File: src/rtl/m3conv_pkg.sv
package m3conv_pkg;

  localparam int INPUT_WORDS  = 4096;
  localparam int FILTER_WORDS = 1024;
  localparam int MAX_CHANNELS = 16;

  localparam int IN_AW    = $clog2(INPUT_WORDS);
  localparam int FLT_AW   = $clog2(FILTER_WORDS);
  localparam int CH_W     = (MAX_CHANNELS > 1) ? $clog2(MAX_CHANNELS) : 1;
  localparam int CH_CNT_W = $clog2(MAX_CHANNELS + 1);

  localparam int CFG_W     = 36;
  localparam int CFG_IDX_W = 2;
  localparam int CC_W      = 5;
  localparam int SAMPLE_W  = 16;
  localparam int PROD_W    = 2 * SAMPLE_W;
  localparam int SUM_W     = 48;
  localparam int COORD_W   = 14;
  localparam int TAP_W     = 4;

  localparam logic [CFG_W-1:0] SETUP_RESET = 36'd37121;
  localparam logic [CC_W-1:0]  CC_RESET    = 5'd1;

  localparam logic [CFG_IDX_W-1:0] CFG_AXIS_X   = 2'd0;
  localparam logic [CFG_IDX_W-1:0] CFG_AXIS_Y   = 2'd1;
  localparam logic [CFG_IDX_W-1:0] CFG_AXIS_Z   = 2'd2;
  localparam logic [CFG_IDX_W-1:0] CFG_CHANNELS = 2'd3;

  localparam logic [1:0] CMD_WRITE_INPUT  = 2'd0;
  localparam logic [1:0] CMD_WRITE_FILTER = 2'd1;
  localparam logic [1:0] CMD_COMPUTE      = 2'd2;

  typedef struct packed {
    logic [1:0]                 command;
    logic [11:0]                address;
    logic signed [SAMPLE_W-1:0] sample;
    logic [7:0]                 out_x;
    logic [7:0]                 out_y;
    logic [7:0]                 out_z;
  } in_item_t;

  typedef struct packed {
    logic signed [SUM_W-1:0] sum;
    logic                    out_of_grid;
  } out_item_t;

  typedef struct packed {
    logic [7:0]       size;
    logic [TAP_W-1:0] taps;
    logic [2:0]       stride;
    logic [2:0]       dil;
    logic signed [8:0] pad_b;
    logic signed [8:0] pad_e;
  } axis_t;

  typedef struct packed {
    logic signed [COORD_W-1:0] origin;
    logic                      ok;
  } place_t;

  typedef struct packed {
    logic wr_input;
    logic wr_filter;
    logic capture;
    logic origin;
    logic prep1;
    logic prep2;
    logic load;
    logic step;
  } dp_cmd_t;

  typedef struct packed {
    logic grid_ok;
    logic empty;
    logic last_tap;
    logic pipe_idle;
  } dp_status_t;

  typedef enum logic [2:0] {
    ST_IDLE,
    ST_ORIGIN,
    ST_PREP1,
    ST_PREP2,
    ST_LOAD,
    ST_RUN,
    ST_DRAIN,
    ST_DONE
  } state_e;

  function automatic axis_t unpack_axis(logic [CFG_W-1:0] v);
    axis_t a;
    a.size   = v[7:0];
    a.taps   = v[11:8];
    a.stride = v[14:12];
    a.dil    = v[17:15];
    a.pad_b  = $signed(v[26:18]);
    a.pad_e  = $signed(v[35:27]);
    return a;
  endfunction

endpackage

File: src/rtl/m3conv_ctrl.sv
module m3conv_ctrl (
  input  logic                   clk_i,
  input  logic                   rst_ni,
  input  logic                   start_i,
  input  logic [1:0]             command_i,
  input  m3conv_pkg::dp_status_t status_i,
  output m3conv_pkg::dp_cmd_t    cmd_o,
  output logic                   busy_o,
  output logic                   done_o
);

  m3conv_pkg::state_e state_q, state_d;

  always_ff @(posedge clk_i or negedge rst_ni) begin
    if (!rst_ni) begin
      state_q <= m3conv_pkg::ST_IDLE;
    end else begin
      state_q <= state_d;
    end
  end

  always_comb begin
    state_d = state_q;
    unique case (state_q)
      m3conv_pkg::ST_IDLE: begin
        if (start_i && (command_i == m3conv_pkg::CMD_COMPUTE)) begin
          state_d = m3conv_pkg::ST_ORIGIN;
        end
      end
      m3conv_pkg::ST_ORIGIN: state_d = m3conv_pkg::ST_PREP1;
      m3conv_pkg::ST_PREP1: begin
        if (!status_i.grid_ok || status_i.empty) begin
          state_d = m3conv_pkg::ST_DONE;
        end else begin
          state_d = m3conv_pkg::ST_PREP2;
        end
      end
      m3conv_pkg::ST_PREP2: state_d = m3conv_pkg::ST_LOAD;
      m3conv_pkg::ST_LOAD:  state_d = m3conv_pkg::ST_RUN;
      m3conv_pkg::ST_RUN: begin
        if (status_i.last_tap) begin
          state_d = m3conv_pkg::ST_DRAIN;
        end
      end
      m3conv_pkg::ST_DRAIN: begin
        if (status_i.pipe_idle) begin
          state_d = m3conv_pkg::ST_DONE;
        end
      end
      m3conv_pkg::ST_DONE: state_d = m3conv_pkg::ST_IDLE;
      default: state_d = m3conv_pkg::ST_IDLE;
    endcase
  end

  always_comb begin
    cmd_o  = '0;
    busy_o = (state_q != m3conv_pkg::ST_IDLE);
    done_o = (state_q == m3conv_pkg::ST_DONE);
    unique case (state_q)
      m3conv_pkg::ST_IDLE: begin
        cmd_o.wr_input  = start_i && (command_i == m3conv_pkg::CMD_WRITE_INPUT);
        cmd_o.wr_filter = start_i && (command_i == m3conv_pkg::CMD_WRITE_FILTER);
        cmd_o.capture   = start_i && (command_i == m3conv_pkg::CMD_COMPUTE);
      end
      m3conv_pkg::ST_ORIGIN: cmd_o.origin = 1'b1;
      m3conv_pkg::ST_PREP1:  cmd_o.prep1  = 1'b1;
      m3conv_pkg::ST_PREP2:  cmd_o.prep2  = 1'b1;
      m3conv_pkg::ST_LOAD:   cmd_o.load   = 1'b1;
      m3conv_pkg::ST_RUN:    cmd_o.step   = 1'b1;
      default: ;
    endcase
  end

endmodule

File: config.mk
export PLATFORM = sky130hd
export DESIGN_NAME = m3conv_ctrl
export DESIGN_NICKNAME = d
export VERILOG_FILES = /design/src/rtl/m3conv_pkg.sv /design/src/rtl/m3conv_ctrl.sv
export SDC_FILE = /design/constraint.sdc
export NUM_CORES = 1
export LEC_CHECK = 0
export BUFFER_PORTS_ARGS = -buffer_cell sky130_fd_sc_hd__buf_2
export CAP_MARGIN = 10
export CORE_AREA = 5 5 42 44
export DETAILED_ROUTE_END_ITERATION = 10
export DIE_AREA = 0 0 47 49
export PLACE_DENSITY_LB_ADDON = 0.3
export SLEW_MARGIN = 20
export SYNTH_ARGS = -nofsm -noshare
export SYNTH_HDL_FRONTEND = slang
export SYNTH_SLANG_ARGS = --single-unit
File: constraint.sdc
create_clock -name clk_i -period 1.9 [get_ports clk_i]
set_clock_uncertainty 0.15 [all_clocks]
set_input_delay 0.095 -clock clk_i [delete_from_list [all_inputs] [get_ports clk_i]]
set_output_delay 0.095 -clock clk_i [all_outputs]
set_load 0.02 [all_outputs]
# ---- Word level (Yosys, flattened, before mapping)
# Index checks and enable logic that the tools add are counted.
dict set report totals {
  mem_bits_ro 0
  memories 0
  latchBits 0
  register_bits 3
  mem_bits_rw 0
  word_cells 33
}
dict set report op_classes {
  eq_ne 12
  n_mux 11
  add_sub_neg 0
  n_shift 0
  div 0
  bitwise_logic 0
  mul 0
  reduce_logical 9
  order_cmp 0
}
# operator count
set op_table {}
lappend op_table {{one-hot mux 3 bit (8 select lines)} 1}
lappend op_table {{2-to-1 mux 3 bit} 5}
lappend op_table {{== test 3 bit, second input constant} 4}
lappend op_table {{== test 3 x 2 -> 1 bit, second input constant} 2}
lappend op_table {{!= test 2 bit, second input constant} 3}
lappend op_table {{2-to-1 mux 1 bit} 5}
lappend op_table {{== test 3 x 1 -> 1 bit, second input constant} 1}
lappend op_table {{logical AND 1 bit} 3}
lappend op_table {{logical NOT 3 bit} 1}
lappend op_table {{AND reduction 3 bit} 1}
lappend op_table {{nonzero test 3 bit} 1}
lappend op_table {{== test 2 x 1 -> 1 bit, second input constant} 1}
lappend op_table {{== test 2 bit, second input constant} 1}
lappend op_table {{logical NOT 2 bit} 1}
lappend op_table {{logical NOT 1 bit} 1}
lappend op_table {{logical OR 1 bit} 1}

# ---- Longest topological paths before layout
# Gate-level depths: netlist of the first run.
dict set report logic_depth {
  depth_word 4
  mapped_depth 6
  depth_no_buf 6
}

# ---- Worst setup path after synthesis of the first run
# No wires, ideal clock.
dict set report synth_timing {
  path_type {reg2reg}
  start {reg state_q[0]}
  end {reg state_q[1]}
  period_less_slack_ns 1.650
  path_stages_with_launch 7
  slack_ns 0.250
  arrival_ns 1.375
  path_cell_list {dfrtp_1 > inv_1 > ha_1 > nand2b_4 > a31oi_2 > a21o_4 > mux2_4}
}
dict set report synth_via {
  elab_chain_len 3
  word_cells_on_any_way 13
  classes_between {10 x eq/ne; 1 x mux; 2 x reduce/logical}
}
# element line_no
set synth_lines {}
lappend synth_lines {{start: declaration} m3conv_ctrl.sv:12} ;# m3conv_pkg::state_e state_q, state_d;
lappend synth_lines {{start signal: assignment} m3conv_ctrl.sv:16} ;# state_q <= m3conv_pkg::ST_IDLE;
lappend synth_lines {{start signal: assignment} m3conv_ctrl.sv:18} ;# state_q <= state_d;
lappend synth_lines {{== test 3 bit or logical NOT 3 bit (tied branches)} m3conv_ctrl.sv:24} ;# unique case (state_q)
lappend synth_lines {{!= test 2 bit (no line)} -}
lappend synth_lines {{AND reduction 3 bit (no line)} -}
# Several ways; a longest one is shown, not always the timed one.
# A chain may end at the register's enable or synchronous reset.

==> impl_metrics.env, run 1 <==
export IMPL_top_layer="met3"
export IMPL_num_vias=307
export IMPL_grt_max_degree=10
export IMPL_whs_ns=0.0349
export IMPL_r2r_end="state_q[1]"
export IMPL_ir_drop_mv=0.783
export IMPL_path_max_fanout=4
export IMPL_top_register="state_q"
export IMPL_wl_met3_microns=63
export IMPL_rsz0062_at_grt="no"
export IMPL_start_util_pct=22.7
export IMPL_synthCells=35
export IMPL_drc_errors=0
export IMPL_final_cell_mix="buf_2 (18), inv_1 (5)"
export IMPL_dr_pass1_iters=4
export IMPL_drive_gt1_share_pct=46.6
export IMPL_max_clock_path_buffers=2
export IMPL_die_area_sq_um=2300
export IMPL_final_setup_viol_count=0
export IMPL_wirelength_met1_microns=309
export IMPL_fin_nets=72
export IMPL_wl_per_cell_microns=10.0
export IMPL_io_buffers=18
export IMPL_met2_length_microns=370
export IMPL_place_congestion=0.729
export IMPL_worstPathRequired_ns=1.65
export IMPL_synth_warnings=0
export IMPL_globalRouteOverflowTotal=0
export IMPL_largest_reg_flops=3
export IMPL_slowest_stage="dfrtp_1"
export IMPL_fin_crit_ns=1.72
export IMPL_globalRouteTotalUtil_pct=7.48
export IMPL_layout_commonest_cell="buf_2"
export IMPL_total_leakage_power_nw=0.251
export IMPL_area_growth_pct=45.7
export IMPL_cap_violations=0
export IMPL_final_hold_viol_count=0
export IMPL_clk_pin_slew_ns=0.04
export IMPL_grt_antenna_before_repair=0
export IMPL_ff2ff_path_depth=6
export IMPL_clk_latency_ns=0.23
export IMPL_cp_num_buf_inv=2
export IMPL_rows=14
export IMPL_critPathLaunch="state_q[0]"
export IMPL_die_h_microns=49
export IMPL_synth_nets=48
export IMPL_postRouteAntennaNets=0
export IMPL_crit_family="flip-flops"
export IMPL_top_regs="state_q x3"
export IMPL_power_density_nw_per_um2=1650
export IMPL_dp_hpwl_microns=632
export IMPL_max_slew_margin_pct=87.2
export IMPL_crit_chain="inv_1, ha_2, nand3b_1, nor3b_1, buf_2"
export IMPL_ys_seq_elements=3
export IMPL_grt_pass1_vias=310
export IMPL_status="completed"
export IMPL_avgViaCountPerCell=4.15
export IMPL_finalSetupTns_ns=0
export IMPL_synth_distinct_cells=19
export IMPL_endpoint_kind="output pin"
export IMPL_ys_seq_area_share_pct=23.6
export IMPL_ioPinCount=19
export IMPL_grt_pass1_wl_microns=1240
export IMPL_cts_root_buf="clkbuf_4"
export IMPL_fin_crit_sh_pct=90.3
export IMPL_cts_tree="built"
export IMPL_htree_levels=1
export IMPL_finalMaxSlewViolations=0
export IMPL_antenna_cells=0
export IMPL_drtIter0Drc=7
export IMPL_crit_type="flip-flop to output pin"
export IMPL_finalWirelength_microns=743
export IMPL_dieWidth_microns=47
export IMPL_rrSetupSlack_ns=0.22
export IMPL_arrival_ns=1.47
export IMPL_worst_pin_slew_ns=0.190
export IMPL_critPathLaunchType="flip-flop"
export IMPL_syn_area_sq_um=318
export IMPL_min_path_type="primary input to asynchronous set/reset pin"
export IMPL_max_freq_mhz=583
export IMPL_cts_sinks=3
export IMPL_syn_mean_instance_area_sq_um=9.08
export IMPL_timing_rr_start="state_q[0]"
export IMPL_max_stage_delay_ns=0.39
export IMPL_cts_buffers=3
export IMPL_core_area_sq_um=1400
==> power breakdown <==
part           internal (W)  switching, W
clock             0.0000787     0.0000331
sequential         0.000101     0.0000260
combinational      0.000241      0.000285
==> logic make-up after synthesis <==
logic type / Yosys count / synth area share, %
and+or+nand+nor: 14 / 27.2
AOI/OAI and AO/OA: 6 / 16.1
buffers and inverters: 6 / 9.45
adders and majority gates: 4 / 15.7
DFF: 3 / 23.6
muxes: 2 / 7.87
==> through the flow <==
stage	setup WS (ns)	cells	area, sq um	util, %	total power [W]
floorplan	0.250	35	318	-	0.000533
global route	0.0415	74	463	33.0	0.000850
CTS	0.121	74	460	32.9	0.000777
global placement	0.175	69	424	30.3	0.000656
detailed placement	0.188	69	424	30.3	0.000654
finish	0.184	74	463	33.0	0.000765
==> synthesized netlist by cell type, drive strengths merged <==
cell	count	area share (%)
buf	1	3.5
a21oi	2	3.1
o22ai	1	2.0
ha	4	16
inv	5	5.9
nand3b	1	2.4
mux2	1	4.7
a21o	1	4.7
nor3b	1	2.4
a31oi	1	3.9
nor3	3	4.7
nor2b	1	2.0
nor2	3	3.5
o31ai	1	2.4
and2	3	5.9
dfrtp	3	24
mux2i	1	3.1
nand2b	2	6.3
==> what timing repair did <==
| action | CTS | global route |
|---|---|---|
| gates resized for setup | 0 | 1 |
| hold endpoints to repair | 3 | 0 |
| setup endpoints to repair | 0 | 1 |
| buffers inserted | 0 | 0 |
| hold buffers | 1 | 0 |
==> layout make-up <==
type	instances	area, sq um
fill	166	938
multi-input combinational	26	215
timing repair buffer	20	108
sequential	3	75.1
clock buffer	4	26.3
tap	16	20.0
inverter	5	18.8
==> how the worst max path moves through the flow <==
stage / endpoint / slack (ns) / cells after the start
floorplan: state_q[1] / 0.25 / 6
global placement: state_q[1] / 0.17 / 6
detailed placement: state_q[1] / 0.19 / 6
CTS: cmd_o[5] / 0.12 / 5
global route: cmd_o[5] / 0.04 / 5
finish: cmd_o[5] / 0.18 / 5
==> layer usage <==
layer / GRT usage [%] / vias up
li1: - / 164
met1: 8.85 / 135
met2: 10.6 / 8
met3: 2.58 / 0
met4: 5.53 / 0
met5: 0 / -
==> worst reg2reg max path, stage by stage, from the launching register on <==
cell and delay, ns:
dfrtp_1 0.39, inv_1 0.11, ha_2 0.24, nand2b_4 0.06, a31oi_2 0.19, a21o_4 0.13, mux2_4 0.29
Power figures use the tool's default switching activity.
==> inputs of run 2 (changes only) <==
--- a/config.mk
+++ b/config.mk
@@ -10,7 +10,6 @@
 export CORE_AREA = 5 5 42 44
 export DETAILED_ROUTE_END_ITERATION = 10
 export DIE_AREA = 0 0 47 49
-export PLACE_DENSITY_LB_ADDON = 0.3
 export SLEW_MARGIN = 20
 export SYNTH_ARGS = -nofsm -noshare
 export SYNTH_HDL_FRONTEND = slang
==> impl_metrics.env, run 2 (synthesized netlist as in run 1, its figures left out) <==
export IMPL_cap_violations=0
export IMPL_post_cts_resized=0
export IMPL_met1_usage_pct=8.15
export IMPL_drive_gt1_share_pct=44.8
export IMPL_grt_max_degree=10
export IMPL_final_setup_viol_count=0
export IMPL_final_hold_viol_count=0
export IMPL_power_density_nw_per_um2=1660
export IMPL_path_max_fanout=4
export IMPL_final_cell_mix="buf_2 (18), inv_1 (5), ha_1 (4)"
export IMPL_rows=14
export IMPL_drc_errors=0
export IMPL_critPathLaunchType="flip-flop"
export IMPL_htree_levels=1
export IMPL_cts_sinks=3
export IMPL_crit_type="flip-flop to output pin"
export IMPL_rsz0062_at_grt="no"
export IMPL_nFillCells=169
export IMPL_worst_pin_slew_ns=0.202
export IMPL_place_congestion=0.669
export IMPL_total_leakage_power_nw=0.253
export IMPL_grt_pass1_vias=297
export IMPL_fin_nets=72
export IMPL_finalMaxSlewViolations=0
export IMPL_clk_latency_ns=0.23
export IMPL_postRouteAntennaNets=0
export IMPL_drtIter0Drc=4
export IMPL_largest_reg_flops=3
export IMPL_core_area_sq_um=1400
export IMPL_dp_hpwl_microns=632
export IMPL_max_clock_path_buffers=2
export IMPL_ir_drop_mv=0.583
export IMPL_max_freq_mhz=578
export IMPL_clk_pin_slew_ns=0.04
export IMPL_wl_per_cell_microns=9.82
export IMPL_grtUsageMet3_pct=1.48
export IMPL_globalRouteTotalUtil_pct=7.47
export IMPL_worst_slack_ns=0.171
export IMPL_ioPinCount=19
export IMPL_dieWidth_microns=47
export IMPL_min_path_type="primary input to asynchronous set/reset pin"
export IMPL_grt_pass1_wl_microns=1230
export IMPL_arrival_ns=1.48
export IMPL_cts_root_buf="clkbuf_4"
export IMPL_die_h_microns=49
export IMPL_fin_crit_sh_pct=91.0
export IMPL_r2r_end="state_q[1]"
export IMPL_avgViaCountPerCell=4.20
export IMPL_finalWirelength_microns=727
export IMPL_pre_cts_ws_ns=0.213
export IMPL_cts_tree="built"
export IMPL_globalRouteOverflowTotal=0
export IMPL_antenna_cells=0
export IMPL_die_area_sq_um=2300
export IMPL_worstPathRequired_ns=1.65
export IMPL_dr_pass1_iters=4
export IMPL_layout_commonest_cell="buf_2"
export IMPL_fin_crit_ns=1.73
export IMPL_top_usage_layer="met2"
export IMPL_start_util_pct=22.7
export IMPL_timing_rr_start="state_q[0]"
export IMPL_cts_buffers=3
export IMPL_status="completed"
export IMPL_finalSetupTns_ns=0
export IMPL_num_vias=311
export IMPL_grt_antenna_before_repair=0
export IMPL_area_growth_pct=44.9
export IMPL_io_buffers=18
export IMPL_grt_use_met2_pct=11.3
export IMPL_top_regs="state_q x3"
export IMPL_top_register="state_q"
export IMPL_ff2ff_path_depth=6
export IMPL_max_slew_margin_pct=86.4
export IMPL_endpoint_kind="output pin"
export IMPL_rrSetupSlack_ns=0.23
## run 2: cell count changes in the layout (fill, tap and decap cells not counted)
| cell | delta |
|---|---|
| ha_2 | -1 |
| ha_1 | +1 |
## run 2: metal layers
| metal | routed length [microns] | vias to the layer above |
|---|---|---|
| li1 | - | 164 |
| met1 | 273 | 139 |
| met2 | 388 | 8 |
| met3 | 65 | 0 |
| met4 | 0 | 0 |
| met5 | 0 | - |
## run 2: repair_timing
action / 4_1_cts / 5_1_grt
hold buffers: 1 / 0
setup buffers: 0 / 0
endpoints found under the hold margin: 3 / 0
## run 2: report_power, final
part           leakage [nW]  internal [W]  switching, W  total, W
clock                0.0150     0.0000786     0.0000311  0.000110
combinational         0.203      0.000237      0.000288  0.000525
sequential           0.0348      0.000101     0.0000269  0.000128
total                 0.253      0.000417      0.000346  0.000763
## run 2: area by class of cell
cell class	instances	area [sq um]	share of cell area (%)
Multi-Input combinational cell	26	213	46.2
Inverter	5	18.8	4.08
Timing Repair Buffer	20	108	23.4
Tap cell	16	20.0	4.35
Sequential cell	3	75.1	16.3
Clock buffer	4	26.3	5.71
## run 2: worst max path at each step
stage / startpoint / end / slack [ns] / depth (start not counted)
6_report: state_q[0] / cmd_o[5] / 0.17 / 5
5_1_grt: state_q[0] / cmd_o[5] / 0.06 / 5
4_1_cts: state_q[1] / cmd_o[5] / 0.15 / 5
3_5_place_dp: state_q[1] / state_q[1] / 0.21 / 6
3_3_place_gp: state_q[1] / state_q[1] / 0.21 / 6
2_1_floorplan: state_q[0] / state_q[1] / 0.25 / 6
## run 2: stage by stage
step	util (%)	area (sq um)	total power, W	hold slack [ns]	instances
final	32.9	460	0.000763	0.0389	74
after detailed placement	30.3	424	0.000663	-0.258	69
after CTS	32.9	460	0.000783	0.0376	74
after global routing	32.9	460	0.000845	0.0499	74
after floorplan	-	318	0.000533	-0.351	35
after global placement	30.3	424	0.000658	-0.258	69
## run 2: worst max-delay path, cell delays in order, from the launching register on
cell and delay, ns:
dfrtp_1 0.39, inv_1 0.10, ha_1 0.26, nand3b_1 0.15, nor3b_1 0.18, buf_2 0.19
==> inputs of run 3 (changes only) <==
--- a/config.mk
+++ b/config.mk
@@ -8,6 +8,7 @@
 export BUFFER_PORTS_ARGS = -buffer_cell sky130_fd_sc_hd__buf_2
 export CAP_MARGIN = 10
 export CORE_AREA = 5 5 42 44
+export CTS_BUF_LIST = sky130_fd_sc_hd__clkbuf_8
 export DETAILED_ROUTE_END_ITERATION = 10
 export DIE_AREA = 0 0 47 49
 export SLEW_MARGIN = 20
==> impl_metrics.env, run 3 (synthesized netlist as in run 1, its figures left out) <==
export IMPL_dr_pass1_iters=3
export IMPL_worst_pin_slew_ns=0.202
export IMPL_io_buffers=18
export IMPL_total_leakage_power_nw=0.265
export IMPL_finalSetupTns_ns=0
export IMPL_crit_type="flip-flop to output pin"
export IMPL_grt_antenna_before_repair=0
export IMPL_worstPathRequired_ns=1.65
export IMPL_die_area_sq_um=2300
export IMPL_place_congestion=0.669
export IMPL_drive_gt1_share_pct=44.8
export IMPL_ioPinCount=19
export IMPL_status="completed"
export IMPL_fin_crit_sh_pct=90.1
export IMPL_avgViaCountPerCell=4.26
export IMPL_ir_drop_mv=0.645
export IMPL_max_slew_margin_pct=86.4
export IMPL_power_density_nw_per_um2=1730
export IMPL_rrSetupSlack_ns=0.23
export IMPL_endpoint_kind="output pin"
export IMPL_path_max_fanout=4
export IMPL_cts_root_buf="clkbuf_8"
export IMPL_finalMaxSlewViolations=0
export IMPL_top_register="state_q"
export IMPL_whs_ns=0.0561
export IMPL_max_clock_path_buffers=2
export IMPL_fin_crit_ns=1.71
export IMPL_clk_pin_slew_ns=0.03
export IMPL_cts_buffers=3
export IMPL_top_regs="state_q x3"
export IMPL_dp_hpwl_microns=632
export IMPL_grt_max_degree=10
export IMPL_die_h_microns=49
export IMPL_wl_per_cell_microns=9.96
export IMPL_finalWirelength_microns=737
export IMPL_grt_pass1_wl_microns=1260
export IMPL_drtIter0Drc=5
export IMPL_postCtsSetupBuffers=0
export IMPL_clk_latency_ns=0.21
export IMPL_dieWidth_microns=47
export IMPL_nFillCells=169
export IMPL_critPathLaunchType="flip-flop"
export IMPL_arrival_ns=1.47
export IMPL_cts_sinks=3
export IMPL_globalRouteTotalUtil_pct=7.75
export IMPL_cap_violations=0
export IMPL_htree_levels=1
export IMPL_core_area_sq_um=1400
export IMPL_start_util_pct=22.7
export IMPL_max_freq_mhz=584
export IMPL_rows=14
export IMPL_final_setup_viol_count=0
export IMPL_layout_commonest_cell="buf_2"
export IMPL_drc_errors=0
export IMPL_num_vias=315
export IMPL_area_growth_pct=50.8
export IMPL_slowest_stage="dfrtp_1"
export IMPL_max_stage_delay_ns=0.39
export IMPL_crit_chain="inv_1, ha_1, nand3b_1, nor3b_1, buf_2"
export IMPL_final_cell_mix="buf_2 (18), inv_1 (6), ha_1 (4)"
export IMPL_grt_pass1_vias=298
export IMPL_min_path_type="primary input to asynchronous set/reset pin"
export IMPL_ff2ff_path_depth=6
export IMPL_rsz0062_at_grt="no"
export IMPL_postRouteAntennaNets=0
export IMPL_timing_rr_start="state_q[1]"
export IMPL_place_inst=69
export IMPL_r2r_end="state_q[1]"
export IMPL_fin_nets=72
export IMPL_antenna_cells=0
export IMPL_final_hold_viol_count=0
export IMPL_finalNonFillerCells=74
export IMPL_globalRouteOverflowTotal=0
export IMPL_cts_tree="built"
export IMPL_largest_reg_flops=3
run 3: changes by cell type in the layout (fill, tap and decap cells not counted), sizes merged:
cell,delta
clkbuf,-1
inv,+1
run 3: worst max path at each step:
| stage | cells past startpoint | slack [ns] | end | from |
|---|---|---|---|---|
| CTS | 5 | 0.17 | cmd_o[5] | state_q[1] |
| floorplan | 6 | 0.25 | state_q[1] | state_q[0] |
| finish | 5 | 0.19 | cmd_o[5] | state_q[0] |
| global placement | 6 | 0.21 | state_q[1] | state_q[1] |
| global route | 5 | 0.09 | cmd_o[5] | state_q[1] |
| detailed placement | 6 | 0.21 | state_q[1] | state_q[1] |
run 3: cell type report:
class                      count  area [sq um]  area share [%]
clock buffer                   3          41.3            8.62
clock inverter                 1          3.75           0.783
inverter                       5          18.8            3.92
multi-input combinational     26           213            44.4
sequential                     3          75.1            15.7
tap                           16          20.0            4.18
timing repair buffer          20           108            22.5
run 3: repair_timing:
item,4_1_cts,5_1_grt
hold endpoints to repair,3,0
resized for setup,0,0
hold buffers,1,0
run 3: per-stage QoR:
step	total power (W)	utilization, %	setup WS (ns)	cell area (sq um)
after floorplan	0.000533	-	0.250	318
after global placement	0.000658	30.3	0.208	424
after detailed placement	0.000663	30.3	0.213	424
after CTS	0.000850	34.2	0.173	479
after global routing	0.000913	34.2	0.0883	479
final	0.000830	34.2	0.188	479
run 3: where the power goes:
part	internal, W	switching (W)
combinational	0.000237	0.000288
sequential	0.000101	0.0000269
clock	0.000137	0.0000395
total	0.000475	0.000355
run 3: worst max-delay path, delay by kind of cell (launching register included):
kind,cells,cell delay [ns]
DFF,1,0.39
adders and majority gates,1,0.26
buffers and inverters,2,0.29
and+or+nand+nor,2,0.33
run 3: per-layer routing:
metal / wire length, microns / vias up / GRT usage (%)
li1: - / 164 / -
met1: 268 / 138 / 8.37
met2: 378 / 11 / 11.3
met3: 76 / 2 / 2.58
met4: 14 / 0 / 6.91
met5: 0 / - / 0
